[config.mk]
export PLATFORM = sky130hd
export DESIGN_NAME = integer_to_ascii_padded_unit
export DESIGN_NICKNAME = d
export VERILOG_FILES = /design/src/rtl/itoa_pkg.sv /design/src/rtl/itoa_cell.sv /design/src/rtl/integer_to_ascii_padded_unit.sv
export VERILOG_INCLUDE_DIRS = /design/src /design/src/rtl
export SDC_FILE = /design/constraint.sdc
export NUM_CORES = 1
export LEC_CHECK = 0
export ABC_AREA = 0
export ABC_CLOCK_PERIOD_IN_PS = 8700
export BUFFER_PORTS_ARGS = -buffer_cell sky130_fd_sc_hd__buf_2
export CAP_MARGIN = 30
export CORE_ASPECT_RATIO = 1.25
export CORE_MARGIN = 1.5
export CORE_UTILIZATION = 60
export DETAILED_ROUTE_END_ITERATION = 8
export GPL_ROUTABILITY_DRIVEN = 0
export PLACE_DENSITY = 0.79
export SETUP_SLACK_MARGIN = 0.4
export SLEW_MARGIN = 25
export SYNTH_ARGS = -nofsm -noshare
export SYNTH_HDL_FRONTEND = slang
export SYNTH_SLANG_ARGS = --single-unit
[constraint.sdc]
create_clock -name clk -period 8.7 [get_ports clk]
set_clock_uncertainty 0.15 [all_clocks]
set_input_delay 1.74 -clock clk [delete_from_list [all_inputs] [get_ports clk]]
set_output_delay 1.74 -clock clk [all_outputs]
set_load 0.005 [all_outputs]
[src/rtl/integer_to_ascii_padded_unit_defines.svh]
// Assertion macros for the integer to ASCII formatter.
`ifndef INTEGER_TO_ASCII_PADDED_UNIT_DEFINES_SVH
`define INTEGER_TO_ASCII_PADDED_UNIT_DEFINES_SVH
`ifndef NO_ASSERTIONS
// clocked check, off while in reset
`define ITOA_ASSERT(lbl, prop, msg) \
	lbl: assert property (@(posedge clk) disable iff (!arst_n) prop) else $error(msg);
// clocked check, also active in reset
`define ITOA_ASSERT_NR(lbl, prop, msg) \
	lbl: assert property (@(posedge clk) prop) else $error(msg);
`else
`define ITOA_ASSERT(lbl, prop, msg)
`define ITOA_ASSERT_NR(lbl, prop, msg)
`endif
`endif

[src/rtl/itoa_pkg.sv]
// Types, constants and character helpers for the integer to ASCII formatter.
package itoa_pkg;

	localparam int NDIG = 20;
	localparam int NDW  = $clog2(NDIG + 1);
	localparam int NUMW = 64;

	localparam logic [6:0] CH_SPACE = 7'h20;
	localparam logic [6:0] CH_MINUS = 7'h2D;
	localparam logic [6:0] CH_ZERO  = 7'h30;
	localparam logic [6:0] CH_UA    = 7'h41;
	localparam logic [6:0] CH_LA    = 7'h61;

	typedef enum logic [1:0] {
		OP_HOLD,
		OP_CLR,
		OP_BIT,
		OP_NIB
	} cell_op_t;

	typedef struct packed {
		cell_op_t op;
		logic     hex;
	} cell_ctl_t;

	typedef struct packed {
		logic [63:0] number;
		logic        is_signed;
		logic        hex_mode;
		logic        upper_case;
		logic [5:0]  field_width;
		logic        zero_fill;
		logic        flush_left;
	} cmd_t;

	typedef struct packed {
		logic [6:0] char_code;
		logic       last_char;
	} result_t;

	function automatic logic [6:0] digit_char(input logic [3:0] d, input logic upper);
		logic [6:0] base;
		base = upper ? CH_UA : CH_LA;
		if (d < 4'd10) begin
			digit_char = CH_ZERO + {3'b000, d};
		end else begin
			digit_char = base + {3'b000, d} - 7'd10;
		end
	endfunction

endpackage

[src/rtl/itoa_cell.sv]
// One digit cell: shift-and-correct bit step, nibble shift, clear.
module itoa_cell (
	input  logic               clk,
	input  itoa_pkg::cell_ctl_t ctl,
	input  logic               bit_in,
	input  logic [3:0]         nib_in,
	output logic               bit_out,
	output logic [3:0]         digit
);

	logic [3:0] digit_q;
	logic [3:0] corr;

	// add 3 when >= 5 in decimal so the shift carries correctly
	assign corr    = (!ctl.hex && digit_q >= 4'd5) ? digit_q + 4'd3 : digit_q;
	assign bit_out = corr[3];
	assign digit   = digit_q;

	always_ff @(posedge clk) begin
		case (ctl.op)
			itoa_pkg::OP_CLR:  digit_q <= 4'd0;
			itoa_pkg::OP_BIT:  digit_q <= {corr[2:0], bit_in};
			itoa_pkg::OP_NIB:  digit_q <= nib_in;
			default:           digit_q <= digit_q;
		endcase
	end

endmodule

[src/rtl/integer_to_ascii_padded_unit.sv]
// Top level of the integer to ASCII formatter: sequencer and digit cell row.
// An item is taken when start is high and busy is low. The magnitude is shifted
// bit by bit into a row of 20 digit cells, leading zero digits are then shifted
// out one a cycle, a planning state follows, and the field leaves one character
// a cycle with valid high, the final one flagged by last_char. Busy stays high
// until the final character is shown, so no new item is taken before then.
// Results cannot be held off, so each must be taken in the cycle it is shown.
`include "integer_to_ascii_padded_unit_defines.svh"

module integer_to_ascii_padded_unit #(
	parameter int MAX_WIDTH = 48
) (
	input  logic              clk,
	input  logic              arst_n,
	input  logic              start,
	output logic              busy,
	input  itoa_pkg::cmd_t    cmd,
	output logic              valid,
	output itoa_pkg::result_t result
);

	localparam int CW = $clog2(MAX_WIDTH + 1);

	typedef enum logic [3:0] {
		S_IDLE,
		S_CONV,
		S_NORM,
		S_PLAN,
		S_LEAD,
		S_SIGN,
		S_ZERO,
		S_DIG,
		S_TRAIL
	} state_t;

	state_t                     state_q;
	logic [5:0]                 conv_q;
	logic [itoa_pkg::NUMW-1:0]  mag_q;
	logic                       neg_q;
	logic                       hex_q;
	logic                       upper_q;
	logic                       left_q;
	logic                       zp_q;
	logic [CW-1:0]              width_q;
	logic [itoa_pkg::NDW-1:0]   nd_q;
	logic [CW-1:0]              cnt_q;
	logic [CW-1:0]              rem_q;
	logic                       zero_q;
	logic                       trail_q;
	logic                       valid_q;
	itoa_pkg::result_t          result_q;

	itoa_pkg::cell_ctl_t        ctl;
	logic [3:0]                 digit [itoa_pkg::NDIG];
	logic                       bits  [itoa_pkg::NDIG];
	logic                       accept;
	logic                       norm_shift;
	logic [3:0]                 top;
	logic [CW-1:0]              body;
	logic [CW-1:0]              pad_c;
	logic                       lead_c;
	logic                       zero_c;
	logic                       trail_c;
	state_t                     nxt_sign;
	state_t                     nxt_lead;
	state_t                     nxt_plan;

	assign busy   = (state_q != S_IDLE);
	assign accept = start && !busy;
	assign valid  = valid_q;
	assign result = result_q;
	assign top    = digit[itoa_pkg::NDIG-1];

	assign norm_shift = (state_q == S_NORM) && (top == 4'd0) && (nd_q > itoa_pkg::NDW'(1));

	always_comb begin
		ctl.hex = hex_q;
		if (accept) begin
			ctl.op = itoa_pkg::OP_CLR;
		end else if (state_q == S_CONV) begin
			ctl.op = itoa_pkg::OP_BIT;
		end else if (norm_shift || state_q == S_DIG) begin
			ctl.op = itoa_pkg::OP_NIB;
		end else begin
			ctl.op = itoa_pkg::OP_HOLD;
		end
	end

	for (genvar i = 0; i < itoa_pkg::NDIG; i++) begin : g_cell
		logic       b_in;
		logic [3:0] n_in;
		if (i == 0) begin : g_first
			assign b_in = mag_q[itoa_pkg::NUMW-1];
			assign n_in = 4'd0;
		end else begin : g_rest
			assign b_in = bits[i-1];
			assign n_in = digit[i-1];
		end
		itoa_cell u_cell (
			.clk     (clk),
			.ctl     (ctl),
			.bit_in  (b_in),
			.nib_in  (n_in),
			.bit_out (bits[i]),
			.digit   (digit[i])
		);
	end

	// padding plan, used in the planning cycle
	always_comb begin
		body    = CW'(nd_q) + CW'(neg_q);
		pad_c   = (width_q > body) ? width_q - body : '0;
		lead_c  = (pad_c != '0) && !left_q && !zp_q;
		zero_c  = (pad_c != '0) && !left_q && zp_q;
		trail_c = (pad_c != '0) && left_q;
	end

	// fixed segment order: lead spaces, sign, zeros, digits, trailing spaces
	assign nxt_sign = zero_q ? S_ZERO : S_DIG;
	assign nxt_lead = neg_q ? S_SIGN : nxt_sign;
	assign nxt_plan = lead_c ? S_LEAD : (neg_q ? S_SIGN : (zero_c ? S_ZERO : S_DIG));

	always_ff @(posedge clk or negedge arst_n) begin
		if (!arst_n) begin
			state_q <= S_IDLE;
			valid_q <= 1'b0;
		end else begin
			valid_q <= 1'b0;
			case (state_q)
				S_IDLE: begin
					if (accept) begin
						state_q <= S_CONV;
					end
				end
				S_CONV: begin
					if (conv_q == 6'd63) begin
						state_q <= S_NORM;
					end
				end
				S_NORM: begin
					if (!norm_shift) begin
						state_q <= S_PLAN;
					end
				end
				S_PLAN: begin
					state_q <= nxt_plan;
				end
				S_LEAD: begin
					valid_q <= 1'b1;
					if (cnt_q == CW'(1)) begin
						state_q <= nxt_lead;
					end
				end
				S_SIGN: begin
					valid_q <= 1'b1;
					state_q <= nxt_sign;
				end
				S_ZERO: begin
					valid_q <= 1'b1;
					if (cnt_q == CW'(1)) begin
						state_q <= S_DIG;
					end
				end
				S_DIG: begin
					valid_q <= 1'b1;
					if (nd_q == itoa_pkg::NDW'(1)) begin
						state_q <= trail_q ? S_TRAIL : S_IDLE;
					end
				end
				S_TRAIL: begin
					valid_q <= 1'b1;
					if (cnt_q == CW'(1)) begin
						state_q <= S_IDLE;
					end
				end
				default: begin
					state_q <= S_IDLE;
				end
			endcase
		end
	end

	// datapath registers
	always_ff @(posedge clk) begin
		case (state_q)
			S_IDLE: begin
				if (accept) begin
					neg_q   <= !cmd.hex_mode && cmd.is_signed && cmd.number[63];
					mag_q   <= (!cmd.hex_mode && cmd.is_signed && cmd.number[63])
						? (64'd0 - cmd.number) : cmd.number;
					hex_q   <= cmd.hex_mode;
					upper_q <= cmd.upper_case;
					left_q  <= cmd.flush_left;
					zp_q    <= cmd.zero_fill;
					width_q <= (int'(cmd.field_width) > MAX_WIDTH)
						? CW'(MAX_WIDTH) : CW'(cmd.field_width);
					conv_q  <= 6'd0;
					nd_q    <= itoa_pkg::NDW'(itoa_pkg::NDIG);
				end
			end
			S_CONV: begin
				mag_q  <= {mag_q[itoa_pkg::NUMW-2:0], 1'b0};
				conv_q <= conv_q + 6'd1;
			end
			S_NORM: begin
				if (norm_shift) begin
					nd_q <= nd_q - itoa_pkg::NDW'(1);
				end
			end
			S_PLAN: begin
				cnt_q   <= pad_c;
				rem_q   <= body + pad_c;
				zero_q  <= zero_c;
				trail_q <= trail_c;
			end
			S_LEAD, S_ZERO, S_TRAIL: begin
				result_q.char_code <= (state_q == S_ZERO) ? itoa_pkg::CH_ZERO
					: itoa_pkg::CH_SPACE;
				result_q.last_char <= (rem_q == CW'(1));
				cnt_q <= cnt_q - CW'(1);
				rem_q <= rem_q - CW'(1);
			end
			S_SIGN: begin
				result_q.char_code <= itoa_pkg::CH_MINUS;
				result_q.last_char <= (rem_q == CW'(1));
				rem_q <= rem_q - CW'(1);
			end
			S_DIG: begin
				result_q.char_code <= itoa_pkg::digit_char(top, upper_q);
				result_q.last_char <= (rem_q == CW'(1));
				rem_q <= rem_q - CW'(1);
				nd_q  <= nd_q - itoa_pkg::NDW'(1);
			end
			default: begin
				mag_q <= mag_q;
			end
		endcase
	end

	`ITOA_ASSERT(a_more_chars_busy, (valid && !result.last_char) |-> busy, "non-final char with block idle")
	`ITOA_ASSERT(a_accept_quiet, (start && !busy) |=> !valid, "char emitted right after accept")
	`ITOA_ASSERT(a_conv_quiet, (state_q == S_CONV) |-> !valid_q, "char emitted during conversion")
	`ITOA_ASSERT(a_dig_count, (state_q == S_DIG) |-> (nd_q != '0), "digit state with no digits left")
	`ITOA_ASSERT_NR(a_char_nonzero, valid |-> (result.char_code != 7'd0), "NUL char emitted")

endmodule
==> results.yml, run 1 <==
power:
  p_leak_nw: 4.89
  irDropWorstVdd_mv: 0.161
  power.density_nw_per_um2: 361
logic_synthesis:
  ys_ff_latch: 193
  synth_ff_type: "edfxtp_1"
  synth-edff-count: 188
  netlist.area_leader.share_pct: 46.5
  ys_async_sr_fraction_pct: 2.59
  ys_seq_area_share_pct: 47.5
  synth_cells: 1263
  ys_top_cells_by_count: "edfxtp_1 (188), nand2_1 (166), o21ai_0 (160)"
  synth.most_common_cell: "edfxtp_1"
  yosysUniqueCellTypes: 63
  ys.warnings.count: 0
  synth_top_area_cell: "edfxtp_1"
  synth.net_count: 1405
  synthTopCellsByArea: "edfxtp_1 (46%), xnor2_1 (6.8%), o21ai_0 (6.6%)"
  syn_area_per_cell_sq_um: 9.62
  syn_area_sq_um: 12100
min_path:
  min-delay-start: "trail_q"
  whs_endpoint: "state_q[3]"
  whs_path_depth: 2
  hold_class: "flip-flop to flip-flop"
sta:
  timing_hold_violations_final: 0
  max_slew_margin_pct: 41.4
  slew_viol_final: 0
  post-route-period-util_pct: 49.7
  fin_crit_ns: 4.32
  tns_ns: 0
  worstMarginPinSlew_ns: 0.878
  setup_viol: 0
  fmax_mhz: 231
  rsz0062_at_grt: "false"
die:
  row_count: 58
  die_height_um: 162
  die_x_um: 130
  die_area_sq_um: 21100
  start_util_pct: 60.9
  core_area_sq_um: 20000
  io-pin-count: 88
drt:
  drt_iter0_drc: 590
  wl_per_cell_um: 14.9
  first_pass_iters: 5
  routed_wl_mm: 24.0
  avgViaCountPerCell: 5.74
  vias: 9205
  drc: 0
  antenna_left: 0
clock_network:
  cts_setup_buffers: 0
  cts_hold_buf: 0
  cts_tree: "done"
  cts_root_buf: "clkbuf_16"
  cts_buffer_depth: 2
  clock_latency_ns: 0.43
  cts.repair.resized: 0
  clock-sinks: 193
  numCtsBuffers: 17
  htree_levels: 4
  clk_pin_slew_ns: 0.07
finish:
  area_growth_pct: 10.5
  fin_nets: 1464
  diodes: 0
  layout-drive-gt1-share_pct: 11.2
  finalInstanceArea_sq_um: 13400
worst_setup_path:
  regToRegSetupSlack_ns: 4.49
  arrival_ns: 4.35
  startpoint_type: "primary input"
  reg2regPathDepth: 18
  cp.required_ns: 8.72
  r2r_start: "nd_q[0]"
  r2r-end: "rem_q[5]"
  worstSetupPathType: "primary input to flip-flop"
  path_max_fanout: 9
  cp-end-kind: "flip-flop"
global_route:
  antenna_found_initial: 0
  grt_start_max_net_pins: 77
  grt_pass1_vias: 8730
  track_usage_pct: 23.8
  grt_overflow: 0
  grt_first_pass_wirelength_mm: 40.5
flow_run:
  cap_viol_max_count: 0
placed_design:
  hpwl_mm: 16.5
  io_buffers: 87
  post_dp_cell_area_sq_um: 12800
outcome:
  outcome: "finished, final reports clean"
==> critical path, stage by stage <==
cell	delay, ns
buf_2	0.13
or4_4	0.54
or4b_4	0.55
nor4_4	0.48
and3_1	0.49
a31oi_1	0.16
xnor2_1	0.17
o21ai_1	0.08
==> layout by cell type (no fill, tap or decap), drive strengths merged, types with 6 or more instances in the layout <==
| cell | instances |
|---|---|
| and2 | 11 |
| nand2b | 32 |
| xnor2 | 94 |
| clkbuf | 17 |
| buf | 97 |
| inv | 74 |
| mux2i | 9 |
| ha | 62 |
| o21ai | 163 |
| o31ai | 8 |
| nor4 | 12 |
| a21oi | 77 |
| edfxtp | 188 |
| o211ai | 19 |
| xor2 | 47 |
| a22o | 7 |
| nand2 | 166 |
| or2 | 6 |
| nor3 | 45 |
| or3 | 9 |
| nand3 | 12 |
| nor2 | 95 |
==> cell families (layout without fill, tap and decap cells) <==
group	after synthesis	after routing	synth area share [%]
XOR/XNOR	141	141	10.2
buffers and inverters	126	198	3.99
flip-flops	193	193	47.5
AO/OA/AOI/OAI	307	307	14.4
AND/OR/NAND/NOR	422	422	16.4
adder cells (fa/ha/maj)	64	64	6.71
multiplexers	10	10	0.834
==> how the worst max path moves through the flow <==
stage               startpoint                        end  depth (start not counted)
finish                 cmd[15]                  mag_q[52]                          8
global route           nd_q[0]                   rem_q[5]                         18
CTS                    cmd[33]                  mag_q[53]                          8
detailed placement     cmd[15]                  mag_q[52]                          8
global placement       cmd[15]                  mag_q[52]                          8
floorplan                start  g_cell[0].u_cell.digit[0]                          5
==> area by class of cell <==
cell class,count,area (sq um)
Sequential cell,193,5770
Timing Repair Buffer,97,541
Clock buffer,17,425
Clock inverter,15,181
Tap cell,270,338
Multi-Input combinational cell,944,5910
Fill cell,1564,6530
Inverter,69,259
==> through the flow <==
step / hold WS, ns / power, mW / worst slack (ns) / utilization, % / cells
2_1_floorplan: 0.295 / 3.52 / 3.56 / - / 1263
6_report: 0.332 / 4.85 / 4.38 / 67.3 / 1605
5_1_grt: 0.364 / 5.23 / 4.09 / 67.3 / 1605
3_5_place_dp: 0.316 / 4.03 / 3.98 / 64.2 / 1572
4_1_cts: 0.331 / 4.86 / 4.43 / 67.2 / 1604
3_3_place_gp: 0.315 / 3.91 / 3.99 / 64.0 / 1570
==> flip-flops by register name, summed over array words and instances (netlist names), 4 cells and up <==
register / cells
cnt_q: 6
result: 8
state_q: 4
nd_q: 5
conv_q: 6
width_q: 6
rem_q: 6
mag_q: 64
g_cell.u_cell.digit: 80
==> report_power, final <==
part	total, mW	internal (mW)	switching [mW]	leakage [nW]
combinational	2.02	0.798	1.22	2.76
clock	0.813	0.456	0.357	0.285
sequential	2.01	1.68	0.339	1.85
total	4.85	2.93	1.92	4.89
==> routing by layer <==
metal  up-vias  wire length [um]  track usage, %
met5         -                 0               0
met4         0               400            7.27
met3        37              1110            3.99
met2       257             12100            39.8
met1      4324             10400            31.8
li1       4587                 -               -
Power figures use the tool's default switching activity.
==> run 2, diff against run 1 <==
--- a/config.mk
+++ b/config.mk
@@ -7,7 +7,7 @@
 export NUM_CORES = 1
 export LEC_CHECK = 0
 export ABC_AREA = 0
-export ABC_CLOCK_PERIOD_IN_PS = 8700
+export ABC_CLOCK_PERIOD_IN_PS = 4450
 export BUFFER_PORTS_ARGS = -buffer_cell sky130_fd_sc_hd__buf_2
 export CAP_MARGIN = 30
 export CORE_ASPECT_RATIO = 1.25
==> constraint.sdc (replaced) <==
create_clock -name clk -period 4.45 [get_ports clk]
set_clock_uncertainty 0.15 [all_clocks]
set_input_delay 0.89 -clock clk [delete_from_list [all_inputs] [get_ports clk]]
set_output_delay 0.89 -clock clk [all_outputs]
set_load 0.005 [all_outputs]
==> results.yml, run 2 (synthesis results as in run 1) <==
outcome:
  outcome: "finished, final reports clean"
sta:
  rsz0062_at_grt: "false"
  tns_ns: 0
  max_slew_margin_pct: 37.5
  timing_hold_violations_final: 0
  fin_crit_ns: 3.87
  setup_viol: 0
  fin_hold_ws_ns: 0.114
  fmax_mhz: 259
  slew_viol_final: 0
  worstMarginPinSlew_ns: 0.937
  post-route-period-util_pct: 86.9
drt:
  drc: 0
  drt_iter0_drc: 727
  first_pass_iters: 6
  vias: 9274
  wl_per_cell_um: 15.2
  avgViaCountPerCell: 5.75
  antenna_left: 0
  routed_wl_mm: 24.5
clock_network:
  cts_buffer_depth: 2
  clock-sinks: 193
  clk_pin_slew_ns: 0.07
  numCtsBuffers: 17
  clock_latency_ns: 0.43
  cts_tree: "done"
  htree_levels: 4
  cts_root_buf: "clkbuf_16"
worst_setup_path:
  path_max_fanout: 10
  cp_slowest_cell: "edfxtp_1"
  cp-end-kind: "flip-flop"
  path_cells: "ha_4 -> ha_2 -> nand3_1 -> xnor2_2 -> inv_1 -> ha_4 -> nand2_1 -> o21ai_1 -> nand2_1 -> a41o_4 -> nor2_2 -> ha_4 -> o21ai_0 -> nand2b_1 -> a21oi_1 -> o21ai_0 -> nor3_1 -> a211oi_1"
  slowest_delay_ns: 0.43
  critPathMostFrequentCell: "ha_4"
  arrival_ns: 3.90
  startpoint_type: "flip-flop"
  cp.required_ns: 4.48
  worstSetupPathType: "flip-flop to flip-flop"
die:
  die_height_um: 162
  die_area_sq_um: 21100
  die_x_um: 130
  row_count: 58
  io-pin-count: 88
  start_util_pct: 60.9
  core_area_sq_um: 20000
flow_run:
  cap_viol_max_count: 0
finish:
  largest_reg_flops: 80
  fillers: 1477
  area_growth_pct: 12.2
  diodes: 0
  regArea_sq_um: 5770
  final_cell_mix: "edfxtp_1 (188), nand2_1 (165), o21ai_0 (158)"
  layout_commonest_cell: "edfxtp_1"
  multiInputGateArea_sq_um: 6000
  layout-drive-gt1-share_pct: 12.4
  fin_nets: 1471
power:
  irDropWorstVdd_mv: 0.430
  power.density_nw_per_um2: 719
  p_leak_nw: 4.96
global_route:
  grt_overflow: 0
  grt_first_pass_wirelength_mm: 41.0
  grt_start_max_net_pins: 95
  track_usage_pct: 24.2
  grt_pass1_vias: 8860
  antenna_found_initial: 0
placed_design:
  hpwl_mm: 16.6
  io_buffers: 87
min_path:
  hold_class: "primary input to asynchronous set/reset pin"
[run 2: metal layers]
layer,routed length [um],GRT usage (%)
met1,10400,31.8
met2,12500,41.4
met3,1200,3.49
met4,405,7.02
met5,0,0
[run 2: final timing paths]
check | endpoint | depth (start not counted) | slack (ns) | from
max | rem_q[5] | 18 | 0.58 | neg_q
min | valid | 1 | 0.11 | arst_n
max reg2reg | rem_q[5] | 18 | 0.58 | neg_q
min reg2reg | state_q[3] | 2 | 0.35 | trail_q
max in group asynchronous | state_q[3] | 1 | 3.89 | arst_n
min in group clk | state_q[3] | 2 | 0.35 | trail_q
[run 2: area by class of cell]
type / count / share of cell area, %
multi-input cells: 944 / 44.0
clock inverters: 14 / 1.91
clock buffers: 18 / 3.15
well taps: 270 / 2.48
repair buffers: 104 / 4.22
inverters: 69 / 1.90
flip-flops and latches: 193 / 42.3
[run 2: through the flow]
step                power (mW)  cell area (sq um)  utilization (%)  cells  setup slack (ns)
floorplan                 6.86              12200                -   1263             0.624
finish                    9.80              13600             68.3   1612             0.584
global placement          7.70              12800             64.3   1576             0.474
CTS                       9.74              13500             67.8   1609             0.404
detailed placement        7.88              12800             64.3   1576             0.302
global route              10.5              13600             68.3   1612             0.321
[run 2: timing repair]
item | in CTS | in global routing
gates resized for setup | 3 | 15
buffers inserted | 1 | 3
cloned | 0 | 0
hold buffers | 0 | 0
setup endpoints to repair | 1 | 3
pin swaps | 0 | 2
[run 2: worst max-delay path: cells and delay by family, from the launching register on]
family	cells	cell delay [ns]
AO/OA/AOI/OAI	6	1.01
XOR/XNOR	1	0.22
adder cells (fa/ha/maj)	4	0.89
buffers and inverters	1	0.10
flip-flops	1	0.43
AND/OR/NAND/NOR	6	0.81
[run 2: report_power, final]
part | switching (mW) | internal [mW] | leakage, nW
Sequential | 0.659 | 3.27 | 1.85
Clock | 0.683 | 1.11 | 0.328
Combinational | 2.44 | 1.63 | 2.79
Total | 3.78 | 6.02 | 4.96
==> run 3, diff against run 2 <==
--- a/config.mk
+++ b/config.mk
@@ -10,7 +10,6 @@
 export ABC_CLOCK_PERIOD_IN_PS = 4450
 export BUFFER_PORTS_ARGS = -buffer_cell sky130_fd_sc_hd__buf_2
 export CAP_MARGIN = 30
-export CORE_ASPECT_RATIO = 1.25
 export CORE_MARGIN = 1.5
 export CORE_UTILIZATION = 60
 export DETAILED_ROUTE_END_ITERATION = 8
==> results.yml, run 3 (synthesis results as in run 1) <==
outcome:
  outcome: "finished, final reports clean"
global_route:
  grt_overflow: 0
  grt_first_pass_wirelength_mm: 40.6
  antenna_found_initial: 0
  track_usage_pct: 23.2
  grt_start_max_net_pins: 81
  grt_pass1_vias: 8621
drt:
  drc: 0
  routed_wl_mm: 23.9
  wl_per_cell_um: 14.9
  first_pass_iters: 5
  antenna_left: 0
  drt_iter0_drc: 704
  vias: 9208
  avgViaCountPerCell: 5.72
sta:
  max_slew_margin_pct: 37.7
  post-route-period-util_pct: 87.6
  rsz0062_at_grt: "false"
  slew_viol_final: 0
  timing_hold_violations_final: 0
  fin_crit_ns: 3.90
  fmax_mhz: 257
  tns_ns: 0
  worstMarginPinSlew_ns: 0.932
  setup_viol: 0
min_path:
  hold_class: "primary input to asynchronous set/reset pin"
clock_network:
  htree_levels: 4
  cts_buffer_depth: 2
  clock_latency_ns: 0.43
  numCtsBuffers: 17
  clock-sinks: 193
  cts_hold_buf: 0
  cts_tree: "done"
  clk_pin_slew_ns: 0.07
  cts_root_buf: "clkbuf_16"
die:
  start_util_pct: 61.8
  die_x_um: 145
  die_height_um: 145
  die_area_sq_um: 21100
  row_count: 51
  core_area_sq_um: 19700
  io-pin-count: 88
power:
  p_leak_nw: 4.90
  total_power_mw: 9.39
  power.density_nw_per_um2: 696
  irDropWorstVdd_mv: 0.634
finish:
  layout-drive-gt1-share_pct: 12.7
  diodes: 0
  final_cell_mix: "edfxtp_1 (188), nand2_1 (165), o21ai_0 (157)"
  layout_commonest_cell: "edfxtp_1"
  largest_reg_flops: 80
  fin_nets: 1474
  area_growth_pct: 11.1
  layout.cells.non_filler: 1609
placed_design:
  place_inst: 1573
  io_buffers: 87
  hpwl_mm: 16.5
flow_run:
  cap_viol_max_count: 0
worst_setup_path:
  startpoint_type: "flip-flop"
  worstSetupPathType: "flip-flop to flip-flop"
  cp-end-kind: "flip-flop"
  arrival_ns: 3.92
  cp_slowest_cell: "edfxtp_1"
  path_max_fanout: 5
  cp.required_ns: 4.47
  path_cells: "ha_4 -> ha_2 -> fa_1 -> nor2b_1 -> o2111ai_2 -> nand2_1 -> a41o_4 -> nor2_2 -> ha_1 -> o21ai_1 -> nand2b_1 -> a21oi_1 -> o21ai_0 -> nor3_1 -> a211oi_1"
  slowest_delay_ns: 0.48
## run 3: cell count changes in the layout (fill, tap and decap cells not counted), sizes merged
cell | before | now
inv | 70 | 73
buf | 104 | 107
bufinv | 7 | 0
clkinvlp | 2 | 3
clkbuf | 18 | 19
clkinv | 4 | 5
## run 3: cell type report
class	instances	area, sq um
clock inverter	12	83.8
tap	265	332
timing repair buffer	107	598
clock buffer	19	433
fill	1547	6160
multi-input combinational	944	6020
inverter	69	259
sequential	193	5770
## run 3: critical path, delay by kind of cell (launching register included)
kind	cells	cell delay (ns)
adder cells (fa/ha/maj)	4	1.24
AND/OR/NAND/NOR	5	0.75
AO/OA/AOI/OAI	6	1.00
flip-flops	1	0.48
## run 3: what timing repair did
item,CTS,global route
setup buffers,0,5
endpoints found under the hold margin,0,0
pin swaps,0,5
setup endpoints to repair,1,3
gates resized for setup,1,22
## run 3: worst paths after layout
| check | from | endpoint | slack [ns] | cells past startpoint |
|---|---|---|---|---|
| setup / recovery | nd_q[0] | rem_q[5] | 0.55 | 15 |
| hold / removal | arst_n | state_q[1] | 0.12 | 1 |
| setup reg to reg | nd_q[0] | rem_q[5] | 0.55 | 15 |
| hold reg to reg | trail_q | state_q[3] | 0.35 | 2 |
| max in group asynchronous | arst_n | state_q[3] | 3.89 | 1 |
| min in group clk | trail_q | state_q[3] | 0.35 | 2 |
## run 3: power by group
| group | total [mW] | switching (mW) | internal (mW) |
|---|---|---|---|
| sequential | 3.94 | 0.672 | 3.27 |
| clock | 1.37 | 0.659 | 0.713 |
| combinational | 4.08 | 2.43 | 1.64 |
| total | 9.39 | 3.77 | 5.63 |
## run 3: metrics by stage
stage	area [sq um]	utilization, %	setup WS (ns)	hold slack (ns)
global route	13500	68.7	0.274	0.118
CTS	13400	67.9	0.421	0.104
floorplan	12200	-	0.624	0.295
global placement	12800	65.3	0.523	0.324
detailed placement	12800	65.3	0.365	0.322
finish	13500	68.7	0.551	0.122
## run 3: metal layers
layer	up-vias	track usage [%]	wire length, um
met3	35	3.52	1190
met2	240	38.1	11500
met4	0	6.33	370
met5	-	0	0
li1	4608	-	-
met1	4325	32.2	10900
